<file path="config.mk">
export PLATFORM = sky130hd
export DESIGN_NAME = ipv6_upper_layer_checksum_unit
export DESIGN_NICKNAME = d
export VERILOG_FILES = /design/src/hw/rtl/ulc_pkg.sv /design/src/hw/rtl/ulc_front.sv /design/src/hw/rtl/ulc_queue.sv /design/src/hw/rtl/ulc_back.sv /design/src/hw/rtl/ipv6_upper_layer_checksum_unit.sv
export SDC_FILE = /design/constraint.sdc
export NUM_CORES = 1
export LEC_CHECK = 0
export BUFFER_PORTS_ARGS = -buffer_cell sky130_fd_sc_hd__buf_2
export CAP_MARGIN = 20
export CORE_ASPECT_RATIO = 0.5
export CORE_UTILIZATION = 35
export CTS_CLUSTER_DIAMETER = 30
export DETAILED_ROUTE_END_ITERATION = 10
export SLEW_MARGIN = 20
export SYNTH_ARGS = -nofsm -noshare
export SYNTH_HDL_FRONTEND = slang
export SYNTH_SLANG_ARGS = --single-unit
</file>
<file path="constraint.sdc">
create_clock -name aclk -period 18.7 [get_ports aclk]
set_clock_uncertainty 0.05 [all_clocks]
set_input_delay 1.87 -clock aclk [delete_from_list [all_inputs] [get_ports aclk]]
set_output_delay 1.87 -clock aclk [all_outputs]
set_load 0.05 [all_outputs]
</file>
<file path="src/hw/rtl/ulc_pkg.sv">
// ----------------------------------------------------------------------------
// ulc_pkg
// Shared types, constants and the ones' complement adder for the IPv6
// upper-layer checksum unit.
// ----------------------------------------------------------------------------
package ulc_pkg;

    localparam int LINK_HEADER_BYTES_DEF = 14;
    localparam int MAX_FRAME_BYTES_DEF   = 2048;
    localparam int IP_HEADER_BYTES       = 40;
    localparam int QUEUE_DEPTH           = 2;
    localparam int QUEUE_PTR_W           = $clog2(QUEUE_DEPTH);
    localparam int QUEUE_CNT_W           = $clog2(QUEUE_DEPTH + 1);

    localparam logic [15:0] SUM_ALL_ONES = 16'hffff;

    typedef enum logic [1:0] {
        OP_SKIP = 2'd0,
        OP_SEED = 2'd1,
        OP_WORD = 2'd2
    } byte_op_t;

    // One classified byte, as handed from the front part to the back part
    typedef struct packed {
        byte_op_t    op;
        logic [7:0]  data;
        logic [15:0] seed_len;
        logic        last;
        logic        short_frame;
    } queue_entry_t;

    function automatic logic [15:0] oc_add(input logic [15:0] a, input logic [15:0] b);
        logic [16:0] s;
        s = {1'b0, a} + {1'b0, b};
        return s[15:0] + {15'b0, s[16]};
    endfunction

endpackage

</file>
<file path="src/hw/rtl/ulc_front.sv">
// ----------------------------------------------------------------------------
// ulc_front
// Byte classifier: tracks frame position, picks up the payload length and
// tags each byte for the summing stage.
// ----------------------------------------------------------------------------
module ulc_front #(
    parameter int LINK_HEADER_BYTES = ulc_pkg::LINK_HEADER_BYTES_DEF,
    parameter int MAX_FRAME_BYTES   = ulc_pkg::MAX_FRAME_BYTES_DEF
) (
    input  logic                  aclk,
    input  logic                  aresetn,
    input  logic                  accept,
    input  logic [7:0]            frame_byte,
    input  logic                  end_of_frame,
    output ulc_pkg::queue_entry_t entry
);

    localparam int POS_W         = $clog2(MAX_FRAME_BYTES);
    localparam int PAYLOAD_START = LINK_HEADER_BYTES + ulc_pkg::IP_HEADER_BYTES;

    localparam logic [POS_W-1:0] POS_LEN_HI  = POS_W'(LINK_HEADER_BYTES + 4);
    localparam logic [POS_W-1:0] POS_LEN_LO  = POS_W'(LINK_HEADER_BYTES + 5);
    localparam logic [POS_W-1:0] POS_NXT_HDR = POS_W'(LINK_HEADER_BYTES + 6);
    localparam logic [POS_W-1:0] POS_ADDR    = POS_W'(LINK_HEADER_BYTES + 8);
    localparam logic [POS_W-1:0] POS_PAYLOAD = POS_W'(PAYLOAD_START);
    localparam logic [POS_W-1:0] POS_HDR_END = POS_W'(PAYLOAD_START - 1);
    localparam logic [POS_W-1:0] POS_SAT     = POS_W'(MAX_FRAME_BYTES - 1);

    logic [POS_W-1:0] pos_reg, pos_next;
    logic [15:0]      len_reg, len_next;
    logic [15:0]      rem_reg, rem_next;

    always_comb begin
        len_next       = len_reg;
        rem_next       = rem_reg;
        entry.op       = ulc_pkg::OP_SKIP;
        entry.data     = frame_byte;
        entry.seed_len = len_reg;
        entry.last     = end_of_frame;

        if (pos_reg == POS_LEN_HI) begin
            len_next = {frame_byte, 8'h00};
        end else if (pos_reg == POS_LEN_LO) begin
            len_next = {len_reg[15:8], frame_byte};
            rem_next = {len_reg[15:8], frame_byte};
        end else if (pos_reg == POS_NXT_HDR) begin
            entry.op = ulc_pkg::OP_SEED;
        end else if (pos_reg >= POS_ADDR && pos_reg < POS_PAYLOAD) begin
            entry.op = ulc_pkg::OP_WORD;
        end else if (pos_reg >= POS_PAYLOAD && rem_reg != 16'd0) begin
            entry.op = ulc_pkg::OP_WORD;
            rem_next = rem_reg - 16'd1;
        end

        entry.short_frame = (pos_reg < POS_HDR_END) || (rem_next != 16'd0);

        pos_next = (pos_reg < POS_SAT) ? pos_reg + POS_W'(1) : pos_reg;

        // a frame end starts the next frame from scratch
        if (end_of_frame) begin
            pos_next = '0;
            len_next = '0;
            rem_next = '0;
        end
    end

    always_ff @(posedge aclk) begin
        if (!aresetn) begin
            pos_reg <= '0;
            len_reg <= '0;
            rem_reg <= '0;
        end else if (accept) begin
            pos_reg <= pos_next;
            len_reg <= len_next;
            rem_reg <= rem_next;
        end
    end

endmodule

</file>
<file path="src/hw/rtl/ulc_queue.sv">
// ----------------------------------------------------------------------------
// ulc_queue
// Short FIFO of classified bytes between the classifier and the summer.
// ----------------------------------------------------------------------------
module ulc_queue (
    input  logic                                aclk,
    input  logic                                aresetn,
    input  logic                                push,
    input  ulc_pkg::queue_entry_t               push_entry,
    output logic                                full,
    input  logic                                pop,
    output logic                                not_empty,
    output ulc_pkg::queue_entry_t               head,
    output logic [ulc_pkg::QUEUE_CNT_W-1:0]     count
);

    ulc_pkg::queue_entry_t                 slot_reg [ulc_pkg::QUEUE_DEPTH];
    logic [ulc_pkg::QUEUE_PTR_W-1:0]       wr_ptr_reg, rd_ptr_reg;
    logic [ulc_pkg::QUEUE_CNT_W-1:0]       count_reg, count_next;

    localparam logic [ulc_pkg::QUEUE_PTR_W-1:0] PTR_LAST =
        ulc_pkg::QUEUE_PTR_W'(ulc_pkg::QUEUE_DEPTH - 1);

    assign full      = (count_reg == ulc_pkg::QUEUE_CNT_W'(ulc_pkg::QUEUE_DEPTH));
    assign not_empty = (count_reg != '0);
    assign head      = slot_reg[rd_ptr_reg];
    assign count     = count_reg;

    always_comb begin
        count_next = count_reg;
        if (push && !pop) begin
            count_next = count_reg + ulc_pkg::QUEUE_CNT_W'(1);
        end else if (pop && !push) begin
            count_next = count_reg - ulc_pkg::QUEUE_CNT_W'(1);
        end
    end

    always_ff @(posedge aclk) begin
        if (push) begin
            slot_reg[wr_ptr_reg] <= push_entry;
        end
    end

    always_ff @(posedge aclk) begin
        if (!aresetn) begin
            wr_ptr_reg <= '0;
            rd_ptr_reg <= '0;
            count_reg  <= '0;
        end else begin
            count_reg <= count_next;
            if (push) begin
                wr_ptr_reg <= (wr_ptr_reg == PTR_LAST) ? '0 : wr_ptr_reg + 1'b1;
            end
            if (pop) begin
                rd_ptr_reg <= (rd_ptr_reg == PTR_LAST) ? '0 : rd_ptr_reg + 1'b1;
            end
        end
    end

endmodule

</file>
<file path="src/hw/rtl/ulc_back.sv">
// ----------------------------------------------------------------------------
// ulc_back
// Summer: one ones' complement add per byte, result register on the output.
// ----------------------------------------------------------------------------
module ulc_back (
    input  logic                  aclk,
    input  logic                  aresetn,
    input  logic                  q_valid,
    input  ulc_pkg::queue_entry_t q_head,
    output logic                  pop,
    output logic                  m_valid,
    input  logic                  m_ready,
    output logic [15:0]           m_checksum_sum,
    output logic                  m_short_frame
);

    logic [15:0] sum_reg, sum_next;
    logic [7:0]  pend_reg, pend_next;
    logic        wait_reg, wait_next;
    logic        m_valid_reg;
    logic [15:0] res_sum_reg;
    logic        res_short_reg;

    logic [15:0] add_a, add_b, add_out, final_sum;
    logic        is_word;

    // a frame end can only leave once the result slot is free
    assign pop = q_valid && (!q_head.last || !m_valid_reg || m_ready);

    always_comb begin
        is_word   = (q_head.op == ulc_pkg::OP_WORD);
        add_a     = sum_reg;
        add_b     = 16'h0000;
        pend_next = pend_reg;
        wait_next = wait_reg;

        case (q_head.op)
            ulc_pkg::OP_SEED: begin
                add_a = q_head.seed_len;
                add_b = {8'h00, q_head.data};
            end
            ulc_pkg::OP_WORD: begin
                if (wait_reg) begin
                    add_b     = {pend_reg, q_head.data};
                    wait_next = 1'b0;
                end else begin
                    pend_next = q_head.data;
                    wait_next = 1'b1;
                    // odd byte at frame end: pad with a zero low byte
                    if (q_head.last) begin
                        add_b = {q_head.data, 8'h00};
                    end
                end
            end
            default: begin
                if (q_head.last && wait_reg) begin
                    add_b = {pend_reg, 8'h00};
                end
            end
        endcase

        add_out   = ulc_pkg::oc_add(add_a, add_b);
        final_sum = (add_out == 16'h0000) ? ulc_pkg::SUM_ALL_ONES : add_out;

        // keep a padded odd byte out of the running sum until its partner
        sum_next = (is_word && !wait_reg) ? sum_reg : add_out;
    end

    always_ff @(posedge aclk) begin
        if (!aresetn) begin
            sum_reg     <= '0;
            pend_reg    <= '0;
            wait_reg    <= 1'b0;
            m_valid_reg <= 1'b0;
        end else begin
            if (pop && q_head.last) begin
                m_valid_reg <= 1'b1;
            end else if (m_ready) begin
                m_valid_reg <= 1'b0;
            end
            if (pop) begin
                if (q_head.last) begin
                    sum_reg  <= '0;
                    pend_reg <= '0;
                    wait_reg <= 1'b0;
                end else begin
                    sum_reg  <= sum_next;
                    pend_reg <= pend_next;
                    wait_reg <= wait_next;
                end
            end
        end
    end

    always_ff @(posedge aclk) begin
        if (pop && q_head.last) begin
            res_sum_reg   <= final_sum;
            res_short_reg <= q_head.short_frame;
        end
    end

    assign m_valid        = m_valid_reg;
    assign m_checksum_sum = res_sum_reg;
    assign m_short_frame  = res_short_reg;

endmodule

</file>
<file path="src/hw/rtl/ipv6_upper_layer_checksum_unit.sv">
// ----------------------------------------------------------------------------
// ipv6_upper_layer_checksum_unit
// Takes an Ethernet frame one byte per transfer, from the destination MAC
// onwards, and returns one result per frame on the byte flagged as the end:
// the folded, uncomplemented ones' complement sum of the IPv6 pseudo-header
// (length plus next header, source and destination addresses) and exactly
// payload-length bytes after the IPv6 header, zero reported as 0xFFFF, with
// a flag if the frame ended early. The unit takes one byte per clock while
// s_ready is high; each byte costs one 16-bit end-around-carry add in the
// summer. A two-entry queue between classifier and summer and the result
// register let input keep flowing while a result waits; a frame end stalls
// only when the previous result has not yet been taken. The last byte is
// queued, then summed into the result register that drives the outputs.
// ----------------------------------------------------------------------------
module ipv6_upper_layer_checksum_unit #(
    parameter int LINK_HEADER_BYTES = ulc_pkg::LINK_HEADER_BYTES_DEF,
    parameter int MAX_FRAME_BYTES   = ulc_pkg::MAX_FRAME_BYTES_DEF
) (
    input  logic        aclk,
    input  logic        aresetn,
    input  logic        s_valid,
    output logic        s_ready,
    input  logic [7:0]  s_frame_byte,
    input  logic        s_end_of_frame,
    output logic        m_valid,
    input  logic        m_ready,
    output logic [15:0] m_checksum_sum,
    output logic        m_short_frame
);

    ulc_pkg::queue_entry_t               front_entry;
    ulc_pkg::queue_entry_t               q_head;
    logic                                q_full;
    logic                                q_valid;
    logic                                q_pop;
    logic [ulc_pkg::QUEUE_CNT_W-1:0]     q_count;
    logic                                s_accept;

    assign s_ready  = !q_full;
    assign s_accept = s_valid && s_ready;

    ulc_front #(
        .LINK_HEADER_BYTES (LINK_HEADER_BYTES),
        .MAX_FRAME_BYTES   (MAX_FRAME_BYTES)
    ) u_front (
        .aclk         (aclk),
        .aresetn      (aresetn),
        .accept       (s_accept),
        .frame_byte   (s_frame_byte),
        .end_of_frame (s_end_of_frame),
        .entry        (front_entry)
    );

    ulc_queue u_queue (
        .aclk       (aclk),
        .aresetn    (aresetn),
        .push       (s_accept),
        .push_entry (front_entry),
        .full       (q_full),
        .pop        (q_pop),
        .not_empty  (q_valid),
        .head       (q_head),
        .count      (q_count)
    );

    ulc_back u_back (
        .aclk           (aclk),
        .aresetn        (aresetn),
        .q_valid        (q_valid),
        .q_head         (q_head),
        .pop            (q_pop),
        .m_valid        (m_valid),
        .m_ready        (m_ready),
        .m_checksum_sum (m_checksum_sum),
        .m_short_frame  (m_short_frame)
    );

    a_queue_bound: assert property (@(posedge aclk) disable iff (!aresetn)
        q_count <= ulc_pkg::QUEUE_CNT_W'(ulc_pkg::QUEUE_DEPTH))
        else $error("queue count beyond depth");

    a_result_nonzero: assert property (@(posedge aclk) disable iff (!aresetn)
        m_valid |-> (m_checksum_sum != 16'h0000))
        else $error("zero checksum presented");

    a_result_from_frame_end: assert property (@(posedge aclk) disable iff (!aresetn)
        $rose(m_valid) |-> $past(q_pop && q_head.last))
        else $error("result without a frame end leaving the queue");

    a_no_pop_when_empty: assert property (@(posedge aclk) disable iff (!aresetn)
        q_pop |-> q_count != '0)
        else $error("pop from empty queue");

endmodule

</file>
==> out/qor.csv <==
stage,metric,value,unit
final_layout,final core utilization,40.79,%
sta,Worst Tran Pin Value,1073,ps
min_path,worst min path class,reg2reg,
sta,final setup fails,0,
routing,wire per inst,16.65,um
critical_path,Critical Path RT,18930,ps
routing,# DRC,0,
synth,top area cells in the synthesized netlist,"edfxtp_1 28%, dfxtp_1 19%, ha_1 4.1%",
floorplan,Core Box Area,21820,sq um
global_route,total track usage,17.57,%
final_layout,Finished Layout Cells,1157,
cts,clock sink total,147,
min_path,Hold Crit Depth,0,
synth,Post-synth EDFFs,73,
sta,period utilisation layout,37.84,%
sta,setup TNS,0,ps
routing,vias,6073,
sta,setup slack after layout,11620,ps
global_route,GRT overflow,0,
synth,YS warnings,0,
floorplan,Die ar.,23080,sq um
global_route,global-route met3 utilization,3.834,%
sta,Slew HR,26.64,%
cts,Post-CTS Resized,0,
floorplan,standard-cell rows,38,
critical_path,r2r endpoint,u_back.m_checksum_sum[6],
floorplan,Initial Util,35.99,%
place,area post-placement,8258,sq um
routing,Routed Antenna Nets,0,
place,Post-DP HPWL,13720,um
job,Max-Cap Viols,0,
place,placed insts,1125,
final_layout,Finished Cell Area,8902,sq um
global_route,met1 usage,24.15,%
synth,most frequent cells after synthesis,"75 x nand2_1, 75 x nor2_1, 74 x dfxtp_1, 73 x edfxtp_1, 55 x a21oi_1",
floorplan,die height,107.9,um
critical_path,CP Class,reg2reg,
synth,syn_area_per_cell,9.464,sq um
synth,"area leader, netlist",edfxtp_1,
cts,Post-CTS Setup Bufs,0,
sta,Max Slew Vio Count,0,
synth,count of cell types in the netlist,66,
global_route,vias in the first global route,5590,
synth,"Seq/Total Area, Yosys",46.77,%
critical_path,r2r setup slk,11620,ps
global_route,M2 GR Usage,28.06,%
sta,fin crit period,7076,ps
final_layout,max reg flops,56,
global_route,GR peak layer,met2,
final_layout,Final #Nets,884,
place,Setup WS pre-CTS,11420,ps
global_route,largest net degree at the start of global routing,67,
sta,final hold slack,410.1,ps
critical_path,depth of the most critical reg-to-reg path,28,
routing,Via density,5.249,
critical_path,CP arrival,7310,ps
routing,final wirelength,19270,um
cts,CTS tree,done,
global_route,initial antenna violation count,0,
cts,CTS Buf Count,17,
final_layout,ANT cells,0,
critical_path,Crit Path Max Fanout,33,
global_route,first-pass GRT wire length,30790,um
power_and_ir_drop,VDD IR max,0.00006883,V
synth,Mapped Cells,830,
floorplan,Die W,213.9,um
cts,H-tree levels,4,
sta,f_max,0.1413,GHz
synth,"flops & latches, synth",147,
place,count of buffers from port buffering,31,
cts,worst-skew pair later-pin latency,430,ps
cts,Worst-path clk slew,70,ps
power_and_ir_drop,Tot Pwr,1.204,mW
cts,number of hold buffers added after CTS,0,
min_path,hold path start,u_front.len_reg[4],
routing,1st-iter DRT viols,450,
final_layout,synthesis-to-finish area growth,13.33,%
critical_path,CP Launch Type,flip-flop,
critical_path,CP Capture Type,flip-flop,
critical_path,CP max stage cell,ha_2,
final_layout,fraction of layout cells with a size suffix above 1,10.15,%
floorplan,I/O Pins,32,
routing,drt first pass iters,5,
synth,main flop type after synthesis,dfxtp_1,
min_path,hold worst-path end,u_queue.slot_reg[0][6],
run_status,outcome,completed,
synth,Netlist Area Pre-Place,7855,sq um
cts,CTS root buf,clkbuf_16,
synth,ys async rst share,0,%
cts,clk buf depth,2,
synth,Synth top area share,27.91,%
sta,Fin. Hold Viols,0,
sta,RSZ-0062 raised after global routing,false,
critical_path,Critical Path Max Stage Delay,600,ps
power_and_ir_drop,power density cells,135.3,nW/um^2
power_and_ir_drop,LEAKAGE,3.219,nW
synth,Synth Net Count,870,
place,GPL Wtd Cong,0.9019,
==> placed cells by master (no fill, tap or decap), drive strengths merged, types with 30 or more instances in the layout <==
cell    synthesis  layout
nor3           30      30
o21ai          49      49
nor2b          40      40
mux2i          31      31
and2           31      31
edfxtp         73      73
dfxtp          74      74
a21oi          55      55
buf             9      36
nand2          75      75
nor2           75      75
==> cell families after synthesis <==
group / count (synthesis) / share of synthesized area [%]
flops: 147 / 46.77
simple gates: 341 / 22.65
buf+inv: 61 / 3.122
compound gates: 188 / 15.12
mux: 34 / 4.380
xor+xnor: 32 / 3.568
fa+ha+maj: 27 / 4.396
==> per-layer routing <==
metal	wire [um]	up-vias
met2	8862	141
met4	199	0
li1	-	3038
met5	0	-
met3	959	18
met1	9248	2876
==> power by group <==
part / internal, mW / leakage (nW) / switching, mW
registers: 0.394 / 1.28 / 0.0157
clock network: 0.206 / 0.312 / 0.158
logic: 0.130 / 1.62 / 0.299
total: 0.731 / 3.22 / 0.473
==> layout make-up <==
type,instances,area (sq um)
clock buffer,17,425.4
clock inverter,15,216.5
fill,2120,12920
inverter,20,75.07
multi-input combinational,622,3946
sequential,147,3674
tap,300,375.4
timing repair buffer,36,190.2
==> worst max-delay path, delay by kind of cell, from the launching register on <==
kind                     cells  cell delay [ps]
XOR/XNOR                     1              190
AND/OR/NAND/NOR             12             2660
adder cells (fa/ha/maj)      5             1630
buffers and inverters        1              410
AO/OA/AOI/OAI                8             1340
flip-flops                   1              310
multiplexers                 1              300
==> worst max-delay path by stage <==
stage | endpoint | slack [ps] | cells past startpoint
finish | u_back.m_checksum_sum[6] | 11620 | 28
global placement | u_back.m_checksum_sum[3] | 11650 | 28
detailed placement | u_back.m_checksum_sum[6] | 11420 | 28
floorplan | u_back.m_checksum_sum[8] | 11640 | 32
CTS | u_back.m_checksum_sum[6] | 11370 | 28
global route | u_back.m_checksum_sum[6] | 10940 | 28
Power figures use the tool's default switching activity.
